--- config.mk ---
export PLATFORM = sky130hd
export DESIGN_NAME = ordered_incidence_table_unit
export DESIGN_NICKNAME = d
export VERILOG_FILES = /design/src/design/oit_pkg.sv /design/src/design/ordered_incidence_table_unit.sv /design/src/design/oit_ram.sv /design/src/design/oit_seq.sv /design/src/design/oit_dp.sv
export SDC_FILE = /design/constraint.sdc
export NUM_CORES = 1
export LEC_CHECK = 0
export BUFFER_PORTS_ARGS = -buffer_cell sky130_fd_sc_hd__buf_2
export CAP_MARGIN = 10
export CORE_ASPECT_RATIO = 0.5
export CORE_MARGIN = 5
export CORE_UTILIZATION = 65
export CTS_BUF_LIST = sky130_fd_sc_hd__clkbuf_8
export CTS_CLUSTER_DIAMETER = 30
export DETAILED_ROUTE_END_ITERATION = 8
export PLACE_DENSITY = 0.82
export SLEW_MARGIN = 5
export SYNTH_ARGS = -nofsm -noshare
export SYNTH_HDL_FRONTEND = slang
export SYNTH_HIERARCHICAL = 1
export SYNTH_SLANG_ARGS = --single-unit
--- constraint.sdc ---
create_clock -name clk -period 7.9 [get_ports clk]
set_input_delay 1.185 -clock clk [delete_from_list [all_inputs] [get_ports clk]]
set_output_delay 1.185 -clock clk [all_outputs]
set_load 0.05 [all_outputs]
--- src/design/oit_pkg.sv ---
// Shared types, codes and widths for the ordered incidence table.
package oit_pkg;

	// Field widths of the item payloads
	localparam int OP_W    = 2;
	localparam int FIELD_W = 3;

	// Width of the microprogram step counter
	localparam int PC_W = 6;

	// Op codes of the input item
	typedef enum logic [OP_W-1:0] {
		OP_ADD      = 2'd0,
		OP_REMOVE   = 2'd1,
		OP_LIST_ROW = 2'd2,
		OP_LIST_COL = 2'd3
	} op_t;

	// Result status codes
	localparam logic [FIELD_W-1:0] ST_OK     = 3'd0;
	localparam logic [FIELD_W-1:0] ST_DUP    = 3'd1;
	localparam logic [FIELD_W-1:0] ST_ABSENT = 3'd2;
	localparam logic [FIELD_W-1:0] ST_ITEM   = 3'd3;
	localparam logic [FIELD_W-1:0] ST_EMPTY  = 3'd4;

	// Datapath actions of one control word
	typedef enum logic [3:0] {
		ACT_NONE,      // no datapath effect
		ACT_CLRK,      // clear the list index
		ACT_RD,        // read the entry at the index
		ACT_RDN,       // read the entry after the index
		ACT_CMP,       // compare read entry with key, advance index on miss
		ACT_WRK,       // write read entry at the index, advance index
		ACT_APPEND,    // append key at the list end if there is room
		ACT_DEC,       // shorten the list by one
		ACT_EMIT,      // send a status result
		ACT_EMIT_ITEM  // send the read entry as a list item, advance index
	} act_t;

	// Jump conditions of one control word
	typedef enum logic [2:0] {
		CND_NEXT,   // fall through
		CND_ALWAYS, // jump
		CND_START,  // wait for an item, then dispatch on its op
		CND_LENZ,   // jump if the list is empty
		CND_MATCH,  // jump if the read entry equals the key
		CND_KLT,    // jump if the index is below the list length
		CND_KLAST   // jump if the index is at the last list entry or beyond
	} cond_t;

	// One microprogram step
	typedef struct packed {
		logic                sel;    // 0 row list, 1 column list
		act_t                act;
		cond_t               cond;
		logic [PC_W-1:0]     target;
		logic [FIELD_W-1:0]  status;
	} uword_t;

	// Sequencer to datapath
	typedef struct packed {
		logic                load;   // capture the incoming item
		logic                sel;
		act_t                act;
		logic [FIELD_W-1:0]  status;
	} ctl_t;

	// Datapath to sequencer
	typedef struct packed {
		logic [OP_W-1:0] in_op;
		logic            in_user_ok;
		logic            in_coupon_ok;
		logic            lenz;
		logic            match;
		logic            klt;
		logic            klast;
		logic            obusy;
	} flags_t;

endpackage

--- src/design/ordered_incidence_table_unit.sv ---
// Top level of the ordered incidence table between users and coupons.
// Keeps, for every user (row) and every coupon (column), the list of its partners in the
// order they were added. Add appends a pair to both lists (a pair already present is
// ignored with a duplicate status), remove takes it out of both and closes the gaps (an
// absent pair is flagged), and the two queries send a row's coupons or a column's users,
// one result per member with tlast on the final one, or one empty result. A small
// microprogram walks the lists one entry at a time through two entry memories with
// registered reads, one for rows and one for columns. An item with a field out of range
// goes straight to its status result, and a query of an empty list to the empty result;
// output stalls hold any result step. The search, shift and list loops spend three steps
// (read, use, branch) per entry. A new item is taken only when the sequencer is back at
// its idle step, while the last result may still wait in the output register.
module ordered_incidence_table_unit #(
	parameter int NUM_USERS   = 5,
	parameter int NUM_COUPONS = 4
) (
	input  logic       clk,
	input  logic       arst_n,
	input  logic       s_tvalid,
	output logic       s_tready,
	input  logic [7:0] s_tdata,  // op[1:0], user[4:2], coupon[7:5]
	output logic       m_tvalid,
	input  logic       m_tready,
	output logic [7:0] m_tdata,  // status[2:0], item[5:3], zero[7:6]
	output logic       m_tlast
);

	oit_pkg::ctl_t   ctl;
	oit_pkg::flags_t flags;

	// Step through the microprogram
	oit_seq u_seq (
		.clk      (clk),
		.arst_n   (arst_n),
		.s_tvalid (s_tvalid),
		.s_tready (s_tready),
		.flags    (flags),
		.ctl      (ctl)
	);

	// Hold the lists and drive results
	oit_dp #(
		.NUM_USERS   (NUM_USERS),
		.NUM_COUPONS (NUM_COUPONS)
	) u_dp (
		.clk      (clk),
		.arst_n   (arst_n),
		.s_tdata  (s_tdata),
		.ctl      (ctl),
		.flags    (flags),
		.m_tready (m_tready),
		.m_tvalid (m_tvalid),
		.m_tdata  (m_tdata),
		.m_tlast  (m_tlast)
	);

endmodule

--- src/design/oit_ram.sv ---
// Generic single-write, single-read RAM with registered read data.
module oit_ram #(
	parameter int WIDTH = 3,
	parameter int DEPTH = 20
) (
	input  logic                                   clk,
	input  logic                                   we,
	input  logic [((DEPTH > 1) ? $clog2(DEPTH) : 1)-1:0] waddr,
	input  logic [WIDTH-1:0]                       wdata,
	input  logic                                   re,
	input  logic [((DEPTH > 1) ? $clog2(DEPTH) : 1)-1:0] raddr,
	output logic [WIDTH-1:0]                       rdata
);

	logic [WIDTH-1:0] mem_q [DEPTH];
	logic [WIDTH-1:0] rdata_q;

	// Write and read the array
	always_ff @(posedge clk) begin
		if (we) begin
			mem_q[waddr] <= wdata;
		end
		if (re) begin
			rdata_q <= mem_q[raddr];
		end
	end

	assign rdata = rdata_q;

endmodule

--- src/design/oit_seq.sv ---
// Microprogram sequencer: step counter, control store and op dispatch.
module oit_seq (
	input  logic            clk,
	input  logic            arst_n,
	input  logic            s_tvalid,
	output logic            s_tready,
	input  oit_pkg::flags_t flags,
	output oit_pkg::ctl_t   ctl
);

	// Entry points and jump targets of the microprogram
	localparam logic [oit_pkg::PC_W-1:0] S_IDLE     = 6'd0;
	localparam logic [oit_pkg::PC_W-1:0] S_ADD      = 6'd1;
	localparam logic [oit_pkg::PC_W-1:0] S_ADD_RD   = 6'd2;
	localparam logic [oit_pkg::PC_W-1:0] S_ADD_APP  = 6'd5;
	localparam logic [oit_pkg::PC_W-1:0] S_ADD_OK   = 6'd7;
	localparam logic [oit_pkg::PC_W-1:0] S_ADD_DUP  = 6'd8;
	localparam logic [oit_pkg::PC_W-1:0] S_REM      = 6'd9;
	localparam logic [oit_pkg::PC_W-1:0] S_REM_RD   = 6'd10;
	localparam logic [oit_pkg::PC_W-1:0] S_REM_ABS  = 6'd13;
	localparam logic [oit_pkg::PC_W-1:0] S_REM_RSH  = 6'd14;
	localparam logic [oit_pkg::PC_W-1:0] S_REM_RDEC = 6'd17;
	localparam logic [oit_pkg::PC_W-1:0] S_REM_COL  = 6'd18;
	localparam logic [oit_pkg::PC_W-1:0] S_REM_CRD  = 6'd19;
	localparam logic [oit_pkg::PC_W-1:0] S_REM_CSH  = 6'd23;
	localparam logic [oit_pkg::PC_W-1:0] S_REM_CDEC = 6'd26;
	localparam logic [oit_pkg::PC_W-1:0] S_REM_OK   = 6'd27;
	localparam logic [oit_pkg::PC_W-1:0] S_LROW     = 6'd28;
	localparam logic [oit_pkg::PC_W-1:0] S_LROW_RD  = 6'd29;
	localparam logic [oit_pkg::PC_W-1:0] S_EMPTY    = 6'd32;
	localparam logic [oit_pkg::PC_W-1:0] S_LCOL     = 6'd33;
	localparam logic [oit_pkg::PC_W-1:0] S_LCOL_RD  = 6'd34;

	localparam logic ROW = 1'b0;
	localparam logic COL = 1'b1;

	// Build one control word
	function automatic oit_pkg::uword_t uw(
		input logic                          sel,
		input oit_pkg::act_t                 act,
		input oit_pkg::cond_t                cond,
		input logic [oit_pkg::PC_W-1:0]      target,
		input logic [oit_pkg::FIELD_W-1:0]   status
	);
		oit_pkg::uword_t w;
		w.sel    = sel;
		w.act    = act;
		w.cond   = cond;
		w.target = target;
		w.status = status;
		return w;
	endfunction

	// Control store
	function automatic oit_pkg::uword_t rom(input logic [oit_pkg::PC_W-1:0] a);
		oit_pkg::uword_t w;
		case (a)
			S_IDLE:     w = uw(ROW, oit_pkg::ACT_NONE, oit_pkg::CND_START, S_IDLE, oit_pkg::ST_OK);
			// add: search the row for the coupon, then append to both lists
			S_ADD:      w = uw(ROW, oit_pkg::ACT_CLRK, oit_pkg::CND_LENZ, S_ADD_APP, oit_pkg::ST_OK);
			S_ADD_RD:   w = uw(ROW, oit_pkg::ACT_RD, oit_pkg::CND_NEXT, S_IDLE, oit_pkg::ST_OK);
			6'd3:       w = uw(ROW, oit_pkg::ACT_CMP, oit_pkg::CND_MATCH, S_ADD_DUP, oit_pkg::ST_OK);
			6'd4:       w = uw(ROW, oit_pkg::ACT_NONE, oit_pkg::CND_KLT, S_ADD_RD, oit_pkg::ST_OK);
			S_ADD_APP:  w = uw(ROW, oit_pkg::ACT_APPEND, oit_pkg::CND_NEXT, S_IDLE, oit_pkg::ST_OK);
			6'd6:       w = uw(COL, oit_pkg::ACT_APPEND, oit_pkg::CND_NEXT, S_IDLE, oit_pkg::ST_OK);
			S_ADD_OK:   w = uw(ROW, oit_pkg::ACT_EMIT, oit_pkg::CND_ALWAYS, S_IDLE, oit_pkg::ST_OK);
			S_ADD_DUP:  w = uw(ROW, oit_pkg::ACT_EMIT, oit_pkg::CND_ALWAYS, S_IDLE, oit_pkg::ST_DUP);
			// remove: search the row, close its gap, then the same on the column
			S_REM:      w = uw(ROW, oit_pkg::ACT_CLRK, oit_pkg::CND_LENZ, S_REM_ABS, oit_pkg::ST_OK);
			S_REM_RD:   w = uw(ROW, oit_pkg::ACT_RD, oit_pkg::CND_NEXT, S_IDLE, oit_pkg::ST_OK);
			6'd11:      w = uw(ROW, oit_pkg::ACT_CMP, oit_pkg::CND_MATCH, S_REM_RSH, oit_pkg::ST_OK);
			6'd12:      w = uw(ROW, oit_pkg::ACT_NONE, oit_pkg::CND_KLT, S_REM_RD, oit_pkg::ST_OK);
			S_REM_ABS:  w = uw(ROW, oit_pkg::ACT_EMIT, oit_pkg::CND_ALWAYS, S_IDLE,
				oit_pkg::ST_ABSENT);
			S_REM_RSH:  w = uw(ROW, oit_pkg::ACT_NONE, oit_pkg::CND_KLAST, S_REM_RDEC, oit_pkg::ST_OK);
			6'd15:      w = uw(ROW, oit_pkg::ACT_RDN, oit_pkg::CND_NEXT, S_IDLE, oit_pkg::ST_OK);
			6'd16:      w = uw(ROW, oit_pkg::ACT_WRK, oit_pkg::CND_ALWAYS, S_REM_RSH, oit_pkg::ST_OK);
			S_REM_RDEC: w = uw(ROW, oit_pkg::ACT_DEC, oit_pkg::CND_NEXT, S_IDLE, oit_pkg::ST_OK);
			S_REM_COL:  w = uw(COL, oit_pkg::ACT_CLRK, oit_pkg::CND_LENZ, S_REM_OK, oit_pkg::ST_OK);
			S_REM_CRD:  w = uw(COL, oit_pkg::ACT_RD, oit_pkg::CND_NEXT, S_IDLE, oit_pkg::ST_OK);
			6'd20:      w = uw(COL, oit_pkg::ACT_CMP, oit_pkg::CND_MATCH, S_REM_CSH, oit_pkg::ST_OK);
			6'd21:      w = uw(COL, oit_pkg::ACT_NONE, oit_pkg::CND_KLT, S_REM_CRD, oit_pkg::ST_OK);
			6'd22:      w = uw(COL, oit_pkg::ACT_NONE, oit_pkg::CND_ALWAYS, S_REM_OK, oit_pkg::ST_OK);
			S_REM_CSH:  w = uw(COL, oit_pkg::ACT_NONE, oit_pkg::CND_KLAST, S_REM_CDEC, oit_pkg::ST_OK);
			6'd24:      w = uw(COL, oit_pkg::ACT_RDN, oit_pkg::CND_NEXT, S_IDLE, oit_pkg::ST_OK);
			6'd25:      w = uw(COL, oit_pkg::ACT_WRK, oit_pkg::CND_ALWAYS, S_REM_CSH, oit_pkg::ST_OK);
			S_REM_CDEC: w = uw(COL, oit_pkg::ACT_DEC, oit_pkg::CND_NEXT, S_IDLE, oit_pkg::ST_OK);
			S_REM_OK:   w = uw(ROW, oit_pkg::ACT_EMIT, oit_pkg::CND_ALWAYS, S_IDLE, oit_pkg::ST_OK);
			// list a row: read and send each entry
			S_LROW:     w = uw(ROW, oit_pkg::ACT_CLRK, oit_pkg::CND_LENZ, S_EMPTY, oit_pkg::ST_OK);
			S_LROW_RD:  w = uw(ROW, oit_pkg::ACT_RD, oit_pkg::CND_NEXT, S_IDLE, oit_pkg::ST_OK);
			6'd30:      w = uw(ROW, oit_pkg::ACT_EMIT_ITEM, oit_pkg::CND_KLAST, S_IDLE,
				oit_pkg::ST_ITEM);
			6'd31:      w = uw(ROW, oit_pkg::ACT_NONE, oit_pkg::CND_ALWAYS, S_LROW_RD, oit_pkg::ST_OK);
			S_EMPTY:    w = uw(ROW, oit_pkg::ACT_EMIT, oit_pkg::CND_ALWAYS, S_IDLE, oit_pkg::ST_EMPTY);
			// list a column
			S_LCOL:     w = uw(COL, oit_pkg::ACT_CLRK, oit_pkg::CND_LENZ, S_EMPTY, oit_pkg::ST_OK);
			S_LCOL_RD:  w = uw(COL, oit_pkg::ACT_RD, oit_pkg::CND_NEXT, S_IDLE, oit_pkg::ST_OK);
			6'd35:      w = uw(COL, oit_pkg::ACT_EMIT_ITEM, oit_pkg::CND_KLAST, S_IDLE,
				oit_pkg::ST_ITEM);
			6'd36:      w = uw(COL, oit_pkg::ACT_NONE, oit_pkg::CND_ALWAYS, S_LCOL_RD, oit_pkg::ST_OK);
			default:    w = uw(ROW, oit_pkg::ACT_NONE, oit_pkg::CND_ALWAYS, S_IDLE, oit_pkg::ST_OK);
		endcase
		return w;
	endfunction

	logic [oit_pkg::PC_W-1:0] pc_q;
	logic [oit_pkg::PC_W-1:0] pc_d;
	logic [oit_pkg::PC_W-1:0] disp;
	oit_pkg::uword_t          word;
	logic                     take;
	logic                     stall;

	// Fetch the current step
	assign word     = rom(pc_q);
	assign s_tready = (pc_q == S_IDLE);
	assign take     = s_tready && s_tvalid;

	// Hold an emit step while the output register is still full
	assign stall = ((word.act == oit_pkg::ACT_EMIT) || (word.act == oit_pkg::ACT_EMIT_ITEM))
		&& flags.obusy;

	// Drive the datapath
	always_comb begin
		ctl.load   = take;
		ctl.sel    = word.sel;
		ctl.status = word.status;
		ctl.act    = stall ? oit_pkg::ACT_NONE : word.act;
	end

	// Pick the entry point for the incoming item
	always_comb begin
		unique case (flags.in_op)
			oit_pkg::OP_ADD:      disp = (flags.in_user_ok && flags.in_coupon_ok) ? S_ADD : S_REM_ABS;
			oit_pkg::OP_REMOVE:   disp = (flags.in_user_ok && flags.in_coupon_ok) ? S_REM : S_REM_ABS;
			oit_pkg::OP_LIST_ROW: disp = flags.in_user_ok ? S_LROW : S_EMPTY;
			oit_pkg::OP_LIST_COL: disp = flags.in_coupon_ok ? S_LCOL : S_EMPTY;
			default:              disp = S_EMPTY;
		endcase
	end

	// Advance or jump
	always_comb begin
		if (stall) begin
			pc_d = pc_q;
		end else begin
			unique case (word.cond)
				oit_pkg::CND_NEXT:   pc_d = pc_q + 1'b1;
				oit_pkg::CND_ALWAYS: pc_d = word.target;
				oit_pkg::CND_START:  pc_d = take ? disp : pc_q;
				oit_pkg::CND_LENZ:   pc_d = flags.lenz ? word.target : pc_q + 1'b1;
				oit_pkg::CND_MATCH:  pc_d = flags.match ? word.target : pc_q + 1'b1;
				oit_pkg::CND_KLT:    pc_d = flags.klt ? word.target : pc_q + 1'b1;
				oit_pkg::CND_KLAST:  pc_d = flags.klast ? word.target : pc_q + 1'b1;
				default:             pc_d = S_IDLE;
			endcase
		end
	end

	always_ff @(posedge clk or negedge arst_n) begin
		if (!arst_n) begin
			pc_q <= S_IDLE;
		end else begin
			pc_q <= pc_d;
		end
	end

endmodule

--- src/design/oit_dp.sv ---
// Datapath: item registers, list lengths, entry memories and the output register.
module oit_dp #(
	parameter int NUM_USERS   = 5,
	parameter int NUM_COUPONS = 4
) (
	input  logic            clk,
	input  logic            arst_n,
	input  logic [7:0]      s_tdata,
	input  oit_pkg::ctl_t   ctl,
	output oit_pkg::flags_t flags,
	input  logic            m_tready,
	output logic            m_tvalid,
	output logic [7:0]      m_tdata,
	output logic            m_tlast
);

	localparam int DEPTH = NUM_USERS * NUM_COUPONS;
	localparam int AW    = (DEPTH > 1) ? $clog2(DEPTH) : 1;
	localparam int UW    = (NUM_USERS > 1) ? $clog2(NUM_USERS) : 1;
	localparam int CW    = (NUM_COUPONS > 1) ? $clog2(NUM_COUPONS) : 1;
	localparam int RLW   = $clog2(NUM_COUPONS + 1);
	localparam int CLW   = $clog2(NUM_USERS + 1);
	localparam int MAXN  = (NUM_USERS > NUM_COUPONS) ? NUM_USERS : NUM_COUPONS;
	localparam int LW    = $clog2(MAXN + 1);
	localparam int FW    = oit_pkg::FIELD_W;

	logic [FW-1:0]  user_q;
	logic [FW-1:0]  coupon_q;
	logic [LW-1:0]  k_q;
	logic [RLW-1:0] row_len_q [NUM_USERS];
	logic [CLW-1:0] col_len_q [NUM_COUPONS];
	logic           out_valid_q;
	logic [FW-1:0]  status_q;
	logic [FW-1:0]  item_q;
	logic           last_q;

	logic [FW-1:0]  in_user;
	logic [FW-1:0]  in_coupon;
	logic [UW-1:0]  u_idx;
	logic [CW-1:0]  c_idx;
	logic [LW-1:0]  cur_len;
	logic [LW-1:0]  cap;
	logic [LW:0]    k_inc;
	logic [LW-1:0]  offset;
	logic [FW-1:0]  key;
	logic [FW-1:0]  rdata;
	logic [FW-1:0]  row_rd;
	logic [FW-1:0]  col_rd;
	logic [AW-1:0]  addr;
	logic [FW-1:0]  wdata;
	logic           room;
	logic           re;
	logic           we;

	// Split the incoming item
	assign in_user   = s_tdata[4:2];
	assign in_coupon = s_tdata[7:5];

	// Select the current list
	assign u_idx   = UW'(user_q);
	assign c_idx   = CW'(coupon_q - 1'b1);
	assign cur_len = ctl.sel ? LW'(col_len_q[c_idx]) : LW'(row_len_q[u_idx]);
	assign cap     = ctl.sel ? LW'(NUM_USERS) : LW'(NUM_COUPONS);
	assign key     = ctl.sel ? user_q : coupon_q;
	assign rdata   = ctl.sel ? col_rd : row_rd;
	assign k_inc   = (LW + 1)'(k_q) + (LW + 1)'(1);
	assign room    = cur_len < cap;

	// Form the entry address inside the current list
	always_comb begin
		case (ctl.act)
			oit_pkg::ACT_RDN:    offset = k_inc[LW-1:0];
			oit_pkg::ACT_APPEND: offset = cur_len;
			default:             offset = k_q;
		endcase
		if (ctl.sel) begin
			addr = AW'(32'(c_idx) * NUM_USERS + 32'(offset));
		end else begin
			addr = AW'(32'(u_idx) * NUM_COUPONS + 32'(offset));
		end
	end

	assign re    = (ctl.act == oit_pkg::ACT_RD) || (ctl.act == oit_pkg::ACT_RDN);
	assign we    = (ctl.act == oit_pkg::ACT_WRK) || ((ctl.act == oit_pkg::ACT_APPEND) && room);
	assign wdata = (ctl.act == oit_pkg::ACT_WRK) ? rdata : key;

	// Row lists hold coupon numbers
	oit_ram #(
		.WIDTH (FW),
		.DEPTH (DEPTH)
	) u_row_ram (
		.clk   (clk),
		.we    (we && !ctl.sel),
		.waddr (addr),
		.wdata (wdata),
		.re    (re && !ctl.sel),
		.raddr (addr),
		.rdata (row_rd)
	);

	// Column lists hold user indices
	oit_ram #(
		.WIDTH (FW),
		.DEPTH (DEPTH)
	) u_col_ram (
		.clk   (clk),
		.we    (we && ctl.sel),
		.waddr (addr),
		.wdata (wdata),
		.re    (re && ctl.sel),
		.raddr (addr),
		.rdata (col_rd)
	);

	// Report conditions to the sequencer
	always_comb begin
		flags.in_op        = s_tdata[1:0];
		flags.in_user_ok   = 32'(in_user) < NUM_USERS;
		flags.in_coupon_ok = (in_coupon != '0) && (32'(in_coupon) <= NUM_COUPONS);
		flags.lenz         = cur_len == '0;
		flags.match        = rdata == key;
		flags.klt          = k_q < cur_len;
		flags.klast        = k_inc >= (LW + 1)'(cur_len);
		flags.obusy        = out_valid_q && !m_tready;
	end

	// Update index, lengths and output valid
	always_ff @(posedge clk or negedge arst_n) begin
		if (!arst_n) begin
			k_q         <= '0;
			out_valid_q <= 1'b0;
			for (int i = 0; i < NUM_USERS; i++) begin
				row_len_q[i] <= '0;
			end
			for (int j = 0; j < NUM_COUPONS; j++) begin
				col_len_q[j] <= '0;
			end
		end else begin
			case (ctl.act)
				oit_pkg::ACT_CLRK: begin
					k_q <= '0;
				end
				oit_pkg::ACT_CMP: begin
					if (!flags.match) begin
						k_q <= k_inc[LW-1:0];
					end
				end
				oit_pkg::ACT_WRK, oit_pkg::ACT_EMIT_ITEM: begin
					k_q <= k_inc[LW-1:0];
				end
				oit_pkg::ACT_APPEND: begin
					if (room) begin
						if (ctl.sel) begin
							col_len_q[c_idx] <= col_len_q[c_idx] + 1'b1;
						end else begin
							row_len_q[u_idx] <= row_len_q[u_idx] + 1'b1;
						end
					end
				end
				oit_pkg::ACT_DEC: begin
					if (ctl.sel) begin
						col_len_q[c_idx] <= col_len_q[c_idx] - 1'b1;
					end else begin
						row_len_q[u_idx] <= row_len_q[u_idx] - 1'b1;
					end
				end
				default: begin
				end
			endcase
			if ((ctl.act == oit_pkg::ACT_EMIT) || (ctl.act == oit_pkg::ACT_EMIT_ITEM)) begin
				out_valid_q <= 1'b1;
			end else if (m_tready) begin
				out_valid_q <= 1'b0;
			end
		end
	end

	// Capture the item fields and load result payloads
	always_ff @(posedge clk) begin
		if (ctl.load) begin
			user_q   <= in_user;
			coupon_q <= in_coupon;
		end
		if (ctl.act == oit_pkg::ACT_EMIT) begin
			status_q <= ctl.status;
			item_q   <= '0;
			last_q   <= 1'b1;
		end else if (ctl.act == oit_pkg::ACT_EMIT_ITEM) begin
			status_q <= oit_pkg::ST_ITEM;
			item_q   <= rdata;
			last_q   <= flags.klast;
		end
	end

	assign m_tvalid = out_valid_q;
	assign m_tdata  = {2'b00, item_q, status_q};
	assign m_tlast  = last_q;

endmodule

== Word level (Yosys, flattened, before mapping) ==
Memories as Yosys holds them, arrays and structs flattened. A register that Yosys moved wholly into a read port is not among the register bits.
Cells that the tools add are included.

* Output and inout bits: 11
* Memories: 3
* Word-level logic and storage cells: 153
* Bits in read-only memories: 1,088
* Flip-flop bits (word level): 50
* Memory bits (writable): 120
* Bits of input ports: 12

* Add/sub/neg operators: 9
* Mux-type cells: 51
* Reductions and logical operators: 32
* $lt $le $gt $ge: 9
* Equality and inequality tests: 28
* $mul: 1
* Bitwise gates (word level): 3

{| class="wikitable"
|+ Memory list
! name !! words !! width !! read ports !! clocked after Yosys merged registers in !! wr ports !! line !! text
|-
| (no name shown) || 64 || 17 || 1 || 0 || 0 || oit_seq.sv:57 || <nowiki>case (a)</nowiki>
|-
| u_dp.u_col_ram.mem_q || 20 || 3 || 1 || 1 || 1 || oit_ram.sv:15 || <nowiki>logic [WIDTH-1:0] mem_q [DEPTH];</nowiki>
|-
| u_dp.u_row_ram.mem_q || 20 || 3 || 1 || 1 || 1 || oit_ram.sv:15 ||
|}

{| class="wikitable"
|+ Operators by type and width
! kind !! number
|-
| 2-to-1 mux 15 bit || 3
|-
| 2-to-1 mux 3 bit || 14
|-
| case mux 6 bit (7 select lines) || 1
|-
| 2-to-1 mux 12 bit || 3
|-
| 2-to-1 mux 6 bit || 6
|-
| bitwise mux 15 bit || 2
|-
| case mux 15 bit (2 select lines) || 1
|-
| bitwise mux 12 bit || 2
|-
| case mux 12 bit (2 select lines) || 1
|-
| case mux 6 bit (4 select lines) || 1
|-
| equality test 4 x 3 -> 1 bit (second input constant) || 4
|-
| equality test 4 bit (second input constant) || 4
|-
| logical AND 1 bit || 12
|-
| adder 5 x 3 -> 5 bit || 2
|-
| != test 2 bit (second input constant) || 5
|-
| binary-select mux 3 bit (select 3 bit) || 1
|-
| demux 3 bit (select 3 bit) || 1
|-
| equality test 3 bit (second input constant) || 3
|-
| case mux 3 bit (3 select lines) || 1
|-
| equality test 4 x 2 -> 1 bit (second input constant) || 2
|-
| 2-to-1 mux 1 bit || 8
|-
| 2-to-1 mux 4 bit || 2
|-
| AND reduction 4 bit || 2
|-
| adder 3 x 1 -> 3 bit (second input constant) || 2
|-
| 36 further kinds || 50
|}

== Logic depth before layout (Yosys ltp) ==
* Depth in word-level cells: 12
* Depth in mapped cells: 25
* Gate-level depth less buffers: 21

== Cells and area by module ==
Netlist, hierarchy kept.

{| class="wikitable"
|+ Modules (own cells, without submodules)
! module !! cells an instance !! area each (µm²) !! instances !! seq. area each (µm²)
|-
| oit_ram || 133 || 2,575.0 || 2 || 1,891.8
|-
| oit_dp || 290 || 3,146.8 || 1 || 1,126.1
|-
| oit_seq || 270 || 1,885.6 || 1 || 150.1
|}

== Worst setup path before layout ==
No wires, ideal clock.

* Kind: register to register
* Start point: register u_seq/pc_q[0] in the netlist's numbering
* End point: register u_dp.u_col_ram.rdata_q[0] (netlist: u_dp/u_col_ram/rdata[0]), read port of u_dp.u_col_ram.mem_q (data pin)
* Required time: 7.608 ns
* Period minus slack after synthesis: 5.610 ns
* Path buffers: 4
* Cell stages (with the launch flop): 25
* Arrival time: 5.318 ns
* Slack: 2.290 ns
* Setup time: 0.292 ns
* Cells stage by stage: dfrtp_1 clkbuf_1 inv_1 ha_1 nor2b_1 a22oi_1 o221ai_1 nor2_1 a21oi_1 buf_2 and3b_1 buf_2 and2_1 a21oi_1 o21ai_0 o221ai_1 ha_1 inv_1 fa_1 mux2i_1 buf_2 mux4_2 mux2i_1 mux2_2 o21ai_0

{| class="wikitable"
|+ RTL lines
! item !! line !! text
|-
| start: declaration || oit_seq.sv:107 || <nowiki>logic [oit_pkg::PC_W-1:0] pc_q;</nowiki>
|-
| start signal: assignment || oit_seq.sv:164 || <nowiki>pc_q <= pc_d;</nowiki>
|-
| end: declaration || oit_ram.sv:16 || <nowiki>logic [WIDTH-1:0] rdata_q;</nowiki>
|}

==> flow_summary.ini <==
[global_route]
grt_first_pass_wirelength_um = 36900
grt_usage_pct = 25.3
grt_pass1_vias = 6713
antenna_found_initial = 0
grt_overflow = 0
grt_max_degree = 41

[yosys]
ys.flop_type = edfxtp_1
synth_async_sr_flop_share_pct = 21.0
ys_warn_count = 6
synth_edf_count = 135
synth_cell_types = 94
ys_ff_latch = 176
synth.yosys.seq_area_share_pct = 49.7
syn_area_per_cell_um2 = 12.3
syn_area_um2 = 10200
synthCells = 826

[clock_network]
cts_buffers = 17
cts_resized = 0
cts_buffer_depth = 2
htreeDepth = 4
clk_latency_ns = 0.48
hold_buffers = 0
cts_tree = built
clkSinkCount = 176
cts_setup_buffers = 0
path_clk_slew_ns = 0.10
cts_root_buffer = clkbuf_8

[detailed_routing]
routed_wl_um = 22800
first_iter_violations = 788
drc = 0
via_per_inst = 6.70
drt-wirelength-per-cell_um = 21.9
ant_nets = 0
drt-pass1-iter-count = 5
vias = 6974

[setup_path]
cp_data_required_time_ns = 8.13
max_stage_delay_ns = 0.70
cpMostUsedCell = ha_1
start_kind = flip-flop
cp_num_buf_inv = 1
crit_family = compound AO/OA/AOI/OAI gates
critical_path_depth = 21
cp-end-kind = flip-flop
worstPathArrival_ns = 7.20
cp_max_fo = 34
critPathKind = reg2reg
reg2reg_from = u_seq/pc_q[0]
r2r_setup_slack_ns = 0.93
rr_worst_depth = 21
r2r-end = u_dp/u_col_ram/rdata[2]
crit_path_top_delay_cell = dfrtp_1
cp_cell_sequence = ha_1 -> ha_1 -> nand2b_1 -> a22o_1 -> a221oi_4 -> nor2_1 -> a21oi_1 -> and3b_1 -> and2_1 -> a21oi_1 -> o21ai_0 -> o221ai_1 -> ha_1 -> inv_1 -> fa_1 -> xnor2_1 -> mux2_2 -> mux4_1 -> mux2i_1 -> o22ai_1 -> mux2_2

[finish]
fin_cells = 1041
synthToLayoutAreaGrowth_pct = 5.78
ff_latch_area_um2 = 5060
layout_commonest_cell = edfxtp_1
antenna_cells = 0
nets = 870
nFillCells = 1029
final_cell_mix = 135 x edfxtp_1, 84 x nor2_1, 45 x nand2_1
drive_gt1_share_pct = 17.8
multi_input_comb_area_um2 = 4700

[sta]
finalSetupTns_ns = 0
max_freq_mhz = 143
hold_viol_final = 0
slew_headroom_pct = 29.8
min_period_ns = 6.97
worst_slew_pin_slew_ns = 1.05
post-route-period-util_pct = 88.2
fin_worst_skew_ns = 0.0194
final_max_slew_viol_count = 0
rsz0062_at_grt = false
setup_viol = 0

[die]
die_w_um = 187
die_area_um2 = 18400
pin_count = 23
rows = 32
core_area_um2 = 15400
fp.dieH_um = 98.5
start_util_pct = 66.2

[min_path]
whs_endpoint = u_dp/item_q[2]
worstHoldStart = u_dp/item_q[2]
hold_depth = 2
hp-class = reg2reg

[placement]
dp_cells = 1009
place_hpwl_um = 15300
gp_congestion = 0.912
port_buffers = 20

[job]
cap_viol_max_count = 0

[outcome]
status = complete, no violations
-- cell usage after synthesis (all sizes together) (22+ instances only) --
| library cell | count | area (um^2) |
|---|---|---|
| ha | 33 | 413 |
| dfrtp | 37 | 926 |
| mux2 | 47 | 578 |
| edfxtp | 135 | 4050 |
| a21oi | 35 | 190 |
| mux2i | 22 | 233 |
| mux4 | 32 | 785 |
| buf | 40 | 287 |
| o21ai | 42 | 225 |
| nor2 | 84 | 315 |
| nand2 | 52 | 233 |
| inv | 31 | 116 |
-- registers in the layout (all words and copies together) (netlist names), named ones only --
signal / flops
u_dp/col_len_q: 8
u_dp/coupon_q: 3
u_dp/item_q: 3
u_dp/k_q: 3
u_dp/m_tlast: 1
u_dp/m_tvalid: 1
u_dp/row_len_q: 10
u_dp/status_q: 3
u_dp/u_col_ram/mem_q: 60
u_dp/u_col_ram/rdata: 3
u_dp/u_idx: 3
u_dp/u_row_ram/mem_q: 60
u_dp/u_row_ram/rdata: 3
u_seq/pc_q: 6
-- final cells by class --
class,count,share of cell area [%]
sequential,176,47.0
inverter,31,1.08
tap,204,2.37
clock inverter,15,2.16
timing repair buffer,29,1.56
clock buffer,17,2.17
multi-input combinational,569,43.7
-- metal layers --
metal	up-vias	GRT usage, %	wire (um)
met4	0	7.21	568
met5	-	0	0
met1	3398	34.3	9450
met2	390	42.5	11000
met3	63	4.78	1840
li1	3123	-	-
-- worst max-delay path by stage --
stage / from / endpoint
2_1_floorplan: u_seq/pc_q[0] / u_dp/u_col_ram/rdata[0]
3_3_place_gp: u_seq/pc_q[0] / u_dp/u_col_ram/rdata[2]
3_5_place_dp: u_seq/pc_q[0] / u_dp/u_row_ram/rdata[1]
4_1_cts: u_seq/pc_q[0] / u_dp/u_col_ram/rdata[1]
5_1_grt: u_seq/pc_q[0] / u_dp/u_col_ram/rdata[2]
6_report: u_seq/pc_q[0] / u_dp/u_col_ram/rdata[2]
-- worst reg2reg max path, stage by stage (launching register included) --
cell      delay (ns)
dfrtp_1         0.70
ha_1            0.50
ha_1            0.25
nand2b_1        0.13
a22o_1          0.29
a221oi_4        0.54
nor2_1          0.10
a21oi_1         0.48
and3b_1         0.36
and2_1          0.26
a21oi_1         0.24
o21ai_0         0.14
o221ai_1        0.13
ha_1            0.19
inv_1           0.07
fa_1            0.45
xnor2_1         0.18
mux2_2          0.67
mux4_1          0.42
mux2i_1         0.23
o22ai_1         0.12
mux2_2          0.28
-- metrics by stage --
stage	hold slack [ns]	utilization [%]	worst slack, ns	area (um^2)
2_1_floorplan	0.456	-	2.29	10200
5_1_grt	0.523	70.1	0.385	10800
3_3_place_gp	0.468	67.0	1.46	10300
6_report	0.492	70.1	0.930	10800
4_1_cts	0.492	70.1	1.05	10800
3_5_place_dp	0.469	67.0	1.15	10300
-- logic make-up (layout without fill, tap and decap cells) --
logic type,after synthesis,count (layout),synth area share (%)
muxes,101,101,15.7
AOI/OAI and AO/OA,168,168,11.9
and+or+nand+nor,245,245,12.4
DFF,176,176,49.7
other,1,2,0.0368
adders and majority gates,34,34,4.25
buffers and inverters,82,92,4.36
xor gates and xnor gates,19,19,1.63
Power is left out: the tool's default activity adds up to more than one toggle a clock period on the data nets, which glitch-free logic cannot reach.
